**src/hw/rtl/se_pkg.sv**
```systemverilog
// Shared constants and controller/datapath interface types for the sort engine.
`default_nettype none
package se_pkg;

  localparam int DEPTH      = 64;
  localparam int VALUE_BITS = 16;
  localparam int ADDR_W     = (DEPTH > 1) ? $clog2(DEPTH) : 1;
  localparam int FILL_W     = $clog2(DEPTH + 1);

  typedef struct packed {
    logic load;        // input request taken this cycle
    logic scan_start;  // begin a minimum search over the stored set
    logic emit;        // move the current minimum to the output register
  } se_cmd_t;

  typedef struct packed {
    logic scan_done;   // last stored entry compared this cycle
    logic emit_final;  // next emitted value closes the set
    logic out_free;    // output register can take a value this cycle
    logic scanning;    // reads in flight
  } se_stat_t;

endpackage
`default_nettype wire

```
**src/hw/rtl/se_datapath.sv**
```systemverilog
// Sort engine datapath: value store, minimum search, taken marks and output register.
`default_nettype none
module se_datapath
  import se_pkg::*;
(
  input  wire logic                  clk,
  input  wire logic                  rst,
  input  wire se_cmd_t               cmd,
  input  wire logic [VALUE_BITS-1:0] value,
  output se_stat_t                   stat,
  output logic                       out_valid,
  input  wire logic                  out_ready,
  output logic [VALUE_BITS-1:0]      sorted_value,
  output logic                       end_of_run,
  output logic                       overflow
);

  logic [VALUE_BITS-1:0] mem [DEPTH];

  logic [FILL_W-1:0]     fill;
  logic [FILL_W-1:0]     emit_cnt;
  logic                  dropped;
  logic [DEPTH-1:0]      taken;

  logic [ADDR_W-1:0]     rd_addr;
  logic                  rd_issue;
  logic [ADDR_W-1:0]     rd_idx;
  logic                  rd_vld;
  logic [VALUE_BITS-1:0] rd_data;

  logic [VALUE_BITS-1:0] best_val;
  logic [ADDR_W-1:0]     best_idx;
  logic                  best_ok;

  logic                  full;
  logic [ADDR_W-1:0]     last_idx;
  logic                  take;
  logic                  final_one;

  assign full      = (fill == FILL_W'(DEPTH));
  assign last_idx  = ADDR_W'(fill - FILL_W'(1));
  assign take      = rd_vld && !taken[rd_idx] && (!best_ok || (rd_data < best_val));
  assign final_one = (emit_cnt == (fill - FILL_W'(1)));

  assign stat.scan_done  = rd_vld && (rd_idx == last_idx);
  assign stat.emit_final = final_one;
  assign stat.out_free   = !out_valid || out_ready;
  assign stat.scanning   = rd_issue || rd_vld;

  always_ff @(posedge clk) begin
    if (cmd.load && !full) begin
      mem[fill[ADDR_W-1:0]] <= value;
    end
    if (rd_issue) begin
      rd_data <= mem[rd_addr];
    end
    rd_idx <= rd_addr;
    if (take) begin
      best_val <= rd_data;
      best_idx <= rd_idx;
    end
    if (cmd.emit) begin
      sorted_value <= best_val;
      end_of_run   <= final_one;
      overflow     <= dropped;
    end
  end

  always_ff @(posedge clk) begin
    if (rst) begin
      fill      <= '0;
      emit_cnt  <= '0;
      dropped   <= 1'b0;
      taken     <= '0;
      rd_addr   <= '0;
      rd_issue  <= 1'b0;
      rd_vld    <= 1'b0;
      best_ok   <= 1'b0;
      out_valid <= 1'b0;
    end else begin
      if (cmd.load) begin
        if (!full) begin
          fill <= fill + FILL_W'(1);
        end else begin
          dropped <= 1'b1;
        end
      end

      if (take) begin
        best_ok <= 1'b1;
      end

      if (cmd.scan_start) begin
        rd_addr  <= '0;
        rd_issue <= 1'b1;
        best_ok  <= 1'b0;
      end else if (rd_issue) begin
        if (rd_addr == last_idx) begin
          rd_issue <= 1'b0;
        end else begin
          rd_addr <= rd_addr + ADDR_W'(1);
        end
      end
      rd_vld <= rd_issue;

      if (cmd.emit) begin
        out_valid <= 1'b1;
        if (final_one) begin
          fill     <= '0;
          emit_cnt <= '0;
          dropped  <= 1'b0;
          taken    <= '0;
        end else begin
          emit_cnt        <= emit_cnt + FILL_W'(1);
          taken[best_idx] <= 1'b1;
        end
      end else if (out_ready) begin
        out_valid <= 1'b0;
      end
    end
  end

endmodule
`default_nettype wire

```
**src/hw/rtl/se_ctrl.sv**
```systemverilog
// Sort engine controller: load, scan and emit sequencing.
`default_nettype none
module se_ctrl
  import se_pkg::*;
(
  input  wire logic     clk,
  input  wire logic     rst,
  input  wire logic     in_valid,
  input  wire logic     last,
  input  wire se_stat_t stat,
  output logic          in_ready,
  output se_cmd_t       cmd
);

  typedef enum logic [1:0] {
    S_LOAD,
    S_SCAN,
    S_EMIT
  } state_t;

  state_t state;
  state_t state_next;

  assign in_ready = (state == S_LOAD);

  always_comb begin
    cmd            = '0;
    state_next     = state;
    unique case (state)
      S_LOAD: begin
        cmd.load       = in_valid;
        cmd.scan_start = in_valid && last;
        if (in_valid && last) begin
          state_next = S_SCAN;
        end
      end
      S_SCAN: begin
        if (stat.scan_done) begin
          state_next = S_EMIT;
        end
      end
      S_EMIT: begin
        if (stat.out_free) begin
          cmd.emit       = 1'b1;
          cmd.scan_start = !stat.emit_final;
          state_next     = stat.emit_final ? S_LOAD : S_SCAN;
        end
      end
      default: state_next = S_LOAD;
    endcase
  end

  always_ff @(posedge clk) begin
    if (rst) begin
      state <= S_LOAD;
    end else begin
      state <= state_next;
    end
  end

endmodule
`default_nettype wire

```
**src/hw/rtl/sort_engine_ascending.sv**
```systemverilog
// Sort engine top level: collects a set of values and returns them in ascending order.
//
// Input channel (in_valid/in_ready, value, last): one value per request, one
// request per cycle while loading. The request with last set closes the set.
// Up to DEPTH values are stored; further values are dropped and the set's
// results carry overflow = 1.
// Output channel (out_valid/out_ready, sorted_value, end_of_run, overflow):
// one result per stored value, smallest first; end_of_run marks the final one.
// Flow: each result takes one minimum search over the n stored values
// through the single registered read port of the store, followed by a
// load of the output register. in_ready is low from the closing request
// until the final result has entered the output register; the next set
// loads while that result still waits.
// A stalled receiver holds the output register and delays the next emit and search.
// Reset empties the store, clears the overflow flag and marks the output register empty.
`default_nettype none
module sort_engine_ascending
  import se_pkg::*;
(
  input  wire logic                  clk,
  input  wire logic                  rst,
  input  wire logic                  in_valid,
  output logic                       in_ready,
  input  wire logic [VALUE_BITS-1:0] value,
  input  wire logic                  last,
  output logic                       out_valid,
  input  wire logic                  out_ready,
  output logic [VALUE_BITS-1:0]      sorted_value,
  output logic                       end_of_run,
  output logic                       overflow
);

  se_cmd_t  cmd;
  se_stat_t stat;

  se_ctrl u_ctrl (
    .clk      (clk),
    .rst      (rst),
    .in_valid (in_valid),
    .last     (last),
    .stat     (stat),
    .in_ready (in_ready),
    .cmd      (cmd)
  );

  se_datapath u_dp (
    .clk          (clk),
    .rst          (rst),
    .cmd          (cmd),
    .value        (value),
    .stat         (stat),
    .out_valid    (out_valid),
    .out_ready    (out_ready),
    .sorted_value (sorted_value),
    .end_of_run   (end_of_run),
    .overflow     (overflow)
  );

  a_close_blocks_input: assert property (@(posedge clk) disable iff (rst)
    (in_valid && in_ready && last) |=> !in_ready)
    else $error("input accepted right after closing request");

  a_emit_slot_free: assert property (@(posedge clk) disable iff (rst)
    cmd.emit |-> (!out_valid || out_ready))
    else $error("emit into occupied output register");

  a_no_load_while_scanning: assert property (@(posedge clk) disable iff (rst)
    in_ready |-> !stat.scanning)
    else $error("input ready during minimum search");

endmodule
`default_nettype wire
```
**config.mk**
```make
export PLATFORM = sky130hd
export DESIGN_NAME = sort_engine_ascending
export DESIGN_NICKNAME = d
export VERILOG_FILES = /design/src/hw/rtl/se_pkg.sv /design/src/hw/rtl/se_datapath.sv /design/src/hw/rtl/se_ctrl.sv /design/src/hw/rtl/sort_engine_ascending.sv
export SDC_FILE = /design/constraint.sdc
export NUM_CORES = 1
export LEC_CHECK = 0
export BUFFER_PORTS_ARGS = -buffer_cell sky130_fd_sc_hd__buf_2
export CAP_MARGIN = 20
export CORE_ASPECT_RATIO = 1.25
export CORE_MARGIN = 2
export CORE_UTILIZATION = 60
export DETAILED_ROUTE_END_ITERATION = 7
export GPL_ROUTABILITY_DRIVEN = 0
export PLACE_DENSITY = 0.76
export SETUP_SLACK_MARGIN = 0.5
export SYNTH_ARGS = -nofsm -noshare
export SYNTH_HDL_FRONTEND = slang
export SYNTH_SLANG_ARGS = --single-unit
```
**constraint.sdc**
```tcl
create_clock -name clk -period 5.8 [get_ports clk]
set_input_delay 1.16 -clock clk [delete_from_list [all_inputs] [get_ports clk]]
set_output_delay 1.16 -clock clk [all_outputs]
set_load 0.005 [all_outputs]
```
==> results of run 1 <==
-- metrics by stage --
stage | utilization | setup WS [ps]
global route | 0.6769 | 1892
CTS | 0.6726 | 2161
detailed placement | 0.6241 | 2099
global placement | 0.6238 | 2065
floorplan | - | 1806
finish | 0.6770 | 1965
-- routing by layer --
metal / vias to the layer above / wire length [µm] / global-route usage
met4: 4 / 4894 / 0.1245
met5: - / 26 / 0
met3: 251 / 9697 / 0.05605
met1: 11824 / 38700 / 0.3693
li1: 9115 / - / -
met2: 1381 / 54880 / 0.4685
-- area by class of cell --
cell class | count | area, µm² | share of cell area
Clock buffer | 124 | 2720 | 0.05302
Clock inverter | 76 | 952.2 | 0.01856
Multi-Input combinational cell | 805 | 10600 | 0.2067
Antenna cell | 2 | 5.005 | 0.00009755
Sequential cell | 1177 | 34390 | 0.6703
Tap cell | 977 | 1222 | 0.02383
Timing Repair Buffer | 148 | 1326 | 0.02585
Inverter | 23 | 86.33 | 0.001683
-- where the power goes --
part	leakage, nW	switching [mW]	internal [mW]
registers	10.5	0.0557	9.30
logic	3.69	0.447	0.365
clock network	1.78	3.05	4.31
-- state kept, by name, summed over array words and instances (netlist names), 2 cells and up --
register           cells
u_ctrl.state           2
u_dp.taken            64
u_dp.best_idx          6
u_dp.rd_idx            6
u_dp.fill              7
u_dp.rd_addr           6
u_dp.sorted_value     16
u_dp.rd_data          16
u_dp.mem            1024
u_dp.best_val         16
u_dp.emit_cnt          7
-- cells by family after synthesis --
logic type | count (synthesis) | share of synthesized area
multiplexers | 356 | 0.1730
buffers and inverters | 152 | 0.01707
AND/OR/NAND/NOR | 273 | 0.02777
adder cells (fa/ha/maj) | 20 | 0.005472
XOR/XNOR | 37 | 0.008590
flip-flops | 1177 | 0.7516
AO/OA/AOI/OAI | 119 | 0.01655
-- cells in the final DEF (no fill, tap or decap), types with 20 or more instances in the layout --
master and n:
a31oi_1 71, buf_12 22, buf_2 40, buf_4 84, bufinv_16 21, clkbuf_16 106
clkinv_1 21, dfxtp_1 93, edfxtp_1 1080, ha_1 20, inv_1 23, mux4_2 347
nand2_1 26, nor2_1 158
-- worst paths after layout --
kind                      endpoint  slack (ps)          from  cells past startpoint
setup reg to reg  u_dp.mem[17][15]        1970  u_dp.fill[0]                      7
setup / recovery  u_dp.mem[17][15]        1970  u_dp.fill[0]                      7
hold reg to reg      u_dp.overflow         450  u_dp.dropped                      0
hold / removal       u_dp.overflow         450  u_dp.dropped                      0
==> flow_summary.toml, run 1 <==
[outcome]
status = "finished clean"

[floorplan]
die_y_um = 312.7
rows = 113
core_um2 = 75780
die_w_um = 250.9
ioPinCount = 41
start_util = 0.6035
dieArea_um2 = 78460

[placement]
place_hpwl_um = 56640
io_buffers = 40
dp_cells = 3114
placedInstanceArea_um2 = 47300

[cts]
path_clk_slew_ps = 60
cts_resized = 0
tritoncts = "yes"
ctsHoldBuffers = 0
clkSinkCount = 1177
clk_latency_ps = 680
cts_buffers = 105
clockBufferDepth = 3
htreeDepth = 3
post-cts-setup-buffers = 0
clock-root-buffer = "clkbuf_16"

[yosys]
synth_edf_count = 1080
synthTopCellsByCount = "1,080 x edfxtp_1, 347 x mux4_2, 158 x nor2_1"
synth_top_area_cell = "edfxtp_1"
synth_most_common_cell = "edfxtp_1"
yosys_warnings = 0
avgSynthCellArea_um2 = 21.43
ys_types = 53
synth.yosys.seq_area_share = 0.7516
synth.cell_area_um2 = 45730
synthTopCellsByArea = "edfxtp_1 71%, mux4_2 17%, dfxtp_1 4.2%, nor2_1 1.3%, a31oi_1 0.97%"
synth_top_area_share = 0.7091
syn_nets = 2175
synthCells = 2134
synthArstFlopShare = 0
ys.flop_type = "edfxtp_1"
synth-seq-cells = 1177

[timing]
drv_slew = 0
maxSlewHeadroom = 0.2874
fin_skew_ps = 19.98
rsz0062_at_grt = "false"
tightest_slew_ps = 1067
fmax_mhz = 260.8
timing.final.crit_share = 0.6611
hold_violations = 0
min_period_ps = 3835
whs_ps = 450.2
setup_tns_ps = 0
setup_viol = 0

[worst_setup_path]
crit_fanout = 10
critPathLaunchType = "flip-flop"
arrival_ps = 4220
cp.buffers_inverters = 2
critPathSlowestCell = "nor2_1"
crit_family = "simple AND/OR/NAND/NOR gates"
critPathCaptureType = "flip-flop"
slowest_delay_ps = 870
path_class = "reg -> reg"
worstPathCellList = "inv_1 > ha_1 > and3_1 > nor3_1 > nand2_1 > nor2_1 > buf_4"
worst-endpoint-required_ps = 6180

[worst_hold_path]
hold_path_class = "reg -> reg"

[cells_and_area]
area_delta_synth_final_pct = 12.18
final_area_um2 = 51300
layout-drive-gt1-share = 0.2860
layout.cells.non_filler = 3332
final_nets = 2301
fillCellCount = 4462

[detailed_routing]
drtIter0Drc = 3070
vias = 22575
via_per_inst = 6.775
route.detailed.drc = 0
first_pass_iters = 5
ant_nets = 0
drt-total-wl_um = 108200
wl_per_cell_um = 32.47

[pwr]
p_leak_nw = 15.97
powerDensity_nw_per_um2 = 341.6
peakVddDrop_uv = 230.2
fin_total_pwr_mw = 17.52

[global_routing]
grt-ovfl-total = 0
grt_pass1_vias = 23240
antenna_found_initial = 3
grt_pass1_wl_um = 158000
grt_max_degree = 74
grt.total_usage = 0.2822

[job]
maxCapViolations = 0
Note: power is estimated with default switching activity, not from simulation.
==> run 2: changes to the inputs <==
ABC_AREA = 1   (was default)
CORE_UTILIZATION = 57   (was 60)
clock period = 3.5 ns   (was 5.8 ns; I/O delays follow)
==> run 2 against run 1 <==
- flip-flop and latch count is the same
- clock power increased by 63%
- die area up 8.0%
- hold slack lost 150 ps
- setup slack worse by 1400 ps
- cell count up 53%
- non-clock buffer count increased by 50
- design area increased by 2.7%
- fmax up 30%
==> flow_summary.toml, run 2 <==
[yosys]
syn_nets = 3905
ys.flop_type = "edfxtp_1"
synthTopCellsByArea = "edfxtp_1 69%, nor2_1 5.7%, o21ai_0 5.7%, dfxtp_1 4.1%, nand3_1 2.8%"
synth_most_common_cell = "edfxtp_1"
synthArstFlopShare = 0
synthCells = 3864
avgSynthCellArea_um2 = 12.16
synth_top_area_cell = "edfxtp_1"
synth_edf_count = 1080
synth.yosys.seq_area_share = 0.7315
yosys_warnings = 0
synth-seq-cells = 1177
synthTopCellsByCount = "1,080 x edfxtp_1, 717 x nor2_1, 534 x o21ai_0"
ys_types = 29
synth_top_area_share = 0.6902
synth.cell_area_um2 = 46990

[outcome]
status = "finished clean"

[worst_setup_path]
crit_fanout = 16
critPathCaptureType = "flip-flop"
path_class = "reg -> reg"
worst-endpoint-required_ps = 3870
arrival_ps = 3320
critPathLaunchType = "flip-flop"

[timing]
drv_slew = 0
maxSlewHeadroom = 0.1779
timing.final.crit_share = 0.8421
setup_viol = 0
min_period_ps = 2947
tightest_slew_ps = 1228
rsz0062_at_grt = "false"
fin_skew_ps = 40.66
hold_violations = 0
fmax_mhz = 339.3
fin_ws_ps = 552.8
setup_tns_ps = 0

[cells_and_area]
largest_reg_flops = 1024
final_cell_mix = "1,080 x edfxtp_1, 714 x nor2_1, 534 x o21ai_0"
layout.cells.non_filler = 5085
layout-drive-gt1-share = 0.09397
final_nets = 3963
final_common_cell = "edfxtp_1"
area_delta_synth_final_pct = 12.08
final_util = 0.6459

[floorplan]
core_um2 = 81540
dieArea_um2 = 84760
die_w_um = 260.8
rows = 117
die_y_um = 325.0
start_util = 0.5763
ioPinCount = 41

[placement]
io_buffers = 40
place_hpwl_um = 75340
dp_cells = 4880
pre_cts_ws_ps = 708.2

[global_routing]
grt_use_met1 = 0.3809
gr-max-usage-layer = "met2"
grt.total_usage = 0.2974
grt_pass1_wl_um = 186800
grt-ovfl-total = 0
grt_max_degree = 145
grt_pass1_vias = 30152
antenna_found_initial = 3
met3_usage = 0.05618
grt_util_met2 = 0.4692

[detailed_routing]
via_per_inst = 6.285
ant_nets = 0
vias = 31960
first_pass_iters = 6
route.detailed.drc = 0
drt-total-wl_um = 126400
drtIter0Drc = 4668
wl_per_cell_um = 24.87

[pwr]
p_leak_nw = 17.30
peakVddDrop_uv = 476.5
seq_power_share = 0.537
p_int_mw = 22.63
pwr-share-comb = 0.047
p_sw_frac = 0.2134
powerDensity_nw_per_um2 = 546.3
power.switching_mw = 6.140
pwr-share-clk = 0.416

[cts]
clkSinkCount = 1177
tritoncts = "yes"
htreeDepth = 3
post-cts-setup-buffers = 0
path_clk_slew_ps = 70
cts_resized = 0
cts_buffers = 110
ctsHoldBuffers = 0
clock-root-buffer = "clkbuf_16"
clk_latency_ps = 690
clockBufferDepth = 3

[job]
maxCapViolations = 0

[worst_hold_path]
hold_path_class = "in -> reg"
-- run 2: cell count changes after synthesis, moves of 114 or more --
| cell | before | now |
|---|---|---|
| inv_1 | 23 | 137 |
| clkbuf_1 | 67 | 207 |
| o22ai_1 | 2 | 149 |
| o21ai_0 | 8 | 534 |
| nor2_1 | 158 | 717 |
| nand2_1 | 26 | 282 |
| mux4_2 | 347 | 0 |
| nand3_1 | 15 | 261 |
-- run 2: cell type report --
| class | count | area [µm²] |
|---|---|---|
| Sequential cell | 1177 | 34380 |
| Multi-Input combinational cell | 2289 | 11110 |
| Timing Repair Buffer | 198 | 1637 |
| Clock inverter | 62 | 624.3 |
| Tap cell | 1071 | 1340 |
| Fill cell | 5732 | 28880 |
| Antenna cell | 2 | 5.005 |
| Clock buffer | 140 | 3002 |
| Inverter | 146 | 560.5 |
-- run 2: final timing paths --
| path | from | cells after the start | slack [ps] | to |
|---|---|---|---|---|
| worst max-delay path | u_dp.fill[0] | 10 | 550 | u_dp.mem[18][15] |
| worst min-delay path | rst | 2 | 300 | u_dp.emit_cnt[6] |
| worst max register to register | u_dp.fill[0] | 10 | 550 | u_dp.mem[18][15] |
| worst min register to register | u_dp.best_val[2] | 0 | 450 | u_dp.sorted_value[2] |
-- run 2: kinds of logic (layout without fill, tap and decap cells) --
logic type | count (synthesis) | count (layout) | synth area share
AND/OR/NAND/NOR | 1333 | 1333 | 0.1173
flip-flops | 1177 | 1177 | 0.7315
AO/OA/AOI/OAI | 922 | 922 | 0.1107
buffers and inverters | 398 | 546 | 0.03254
adder cells (fa/ha/maj) | 20 | 20 | 0.005326
XOR/XNOR | 14 | 14 | 0.002610
other | 0 | 2 | 0
-- run 2: power groups by stage --
stage	sequential, mW	clock, mW	combinational (mW)
floorplan	15.7	0	0.669
global placement	15.7	0	1.28
detailed placement	15.7	0	1.31
CTS	15.4	12.1	1.32
global route	15.4	12.6	1.44
finish	15.4	12.0	1.35
-- run 2: worst max-delay path: stages, from the launching register on --
cell     delay, ps
dfxtp_1        580
inv_2          150
ha_1           220
inv_1           70
nor3_1          70
nand2_1        110
nand2_1         90
inv_1          160
nand2_1        550
nor2_1         310
buf_4          300
-- run 2: through the flow --
stage               area [µm²]  power (mW)  hold WS [ps]
CTS                      52640       28.82         264.6
global placement         49020       17.02         434.0
detailed placement       49020       17.05         435.9
floorplan                46990       16.40         329.0
global route             52660       29.48         309.7
finish                   52660       28.77         298.0
-- run 2: routing by layer --
| layer | vias to the layer above | part of all wire |
|---|---|---|
| li1 | 14221 | - |
| met1 | 15598 | 0.35 |
| met2 | 1827 | 0.48 |
| met3 | 314 | 0.099 |
| met4 | 0 | 0.068 |
| met5 | - | 0 |
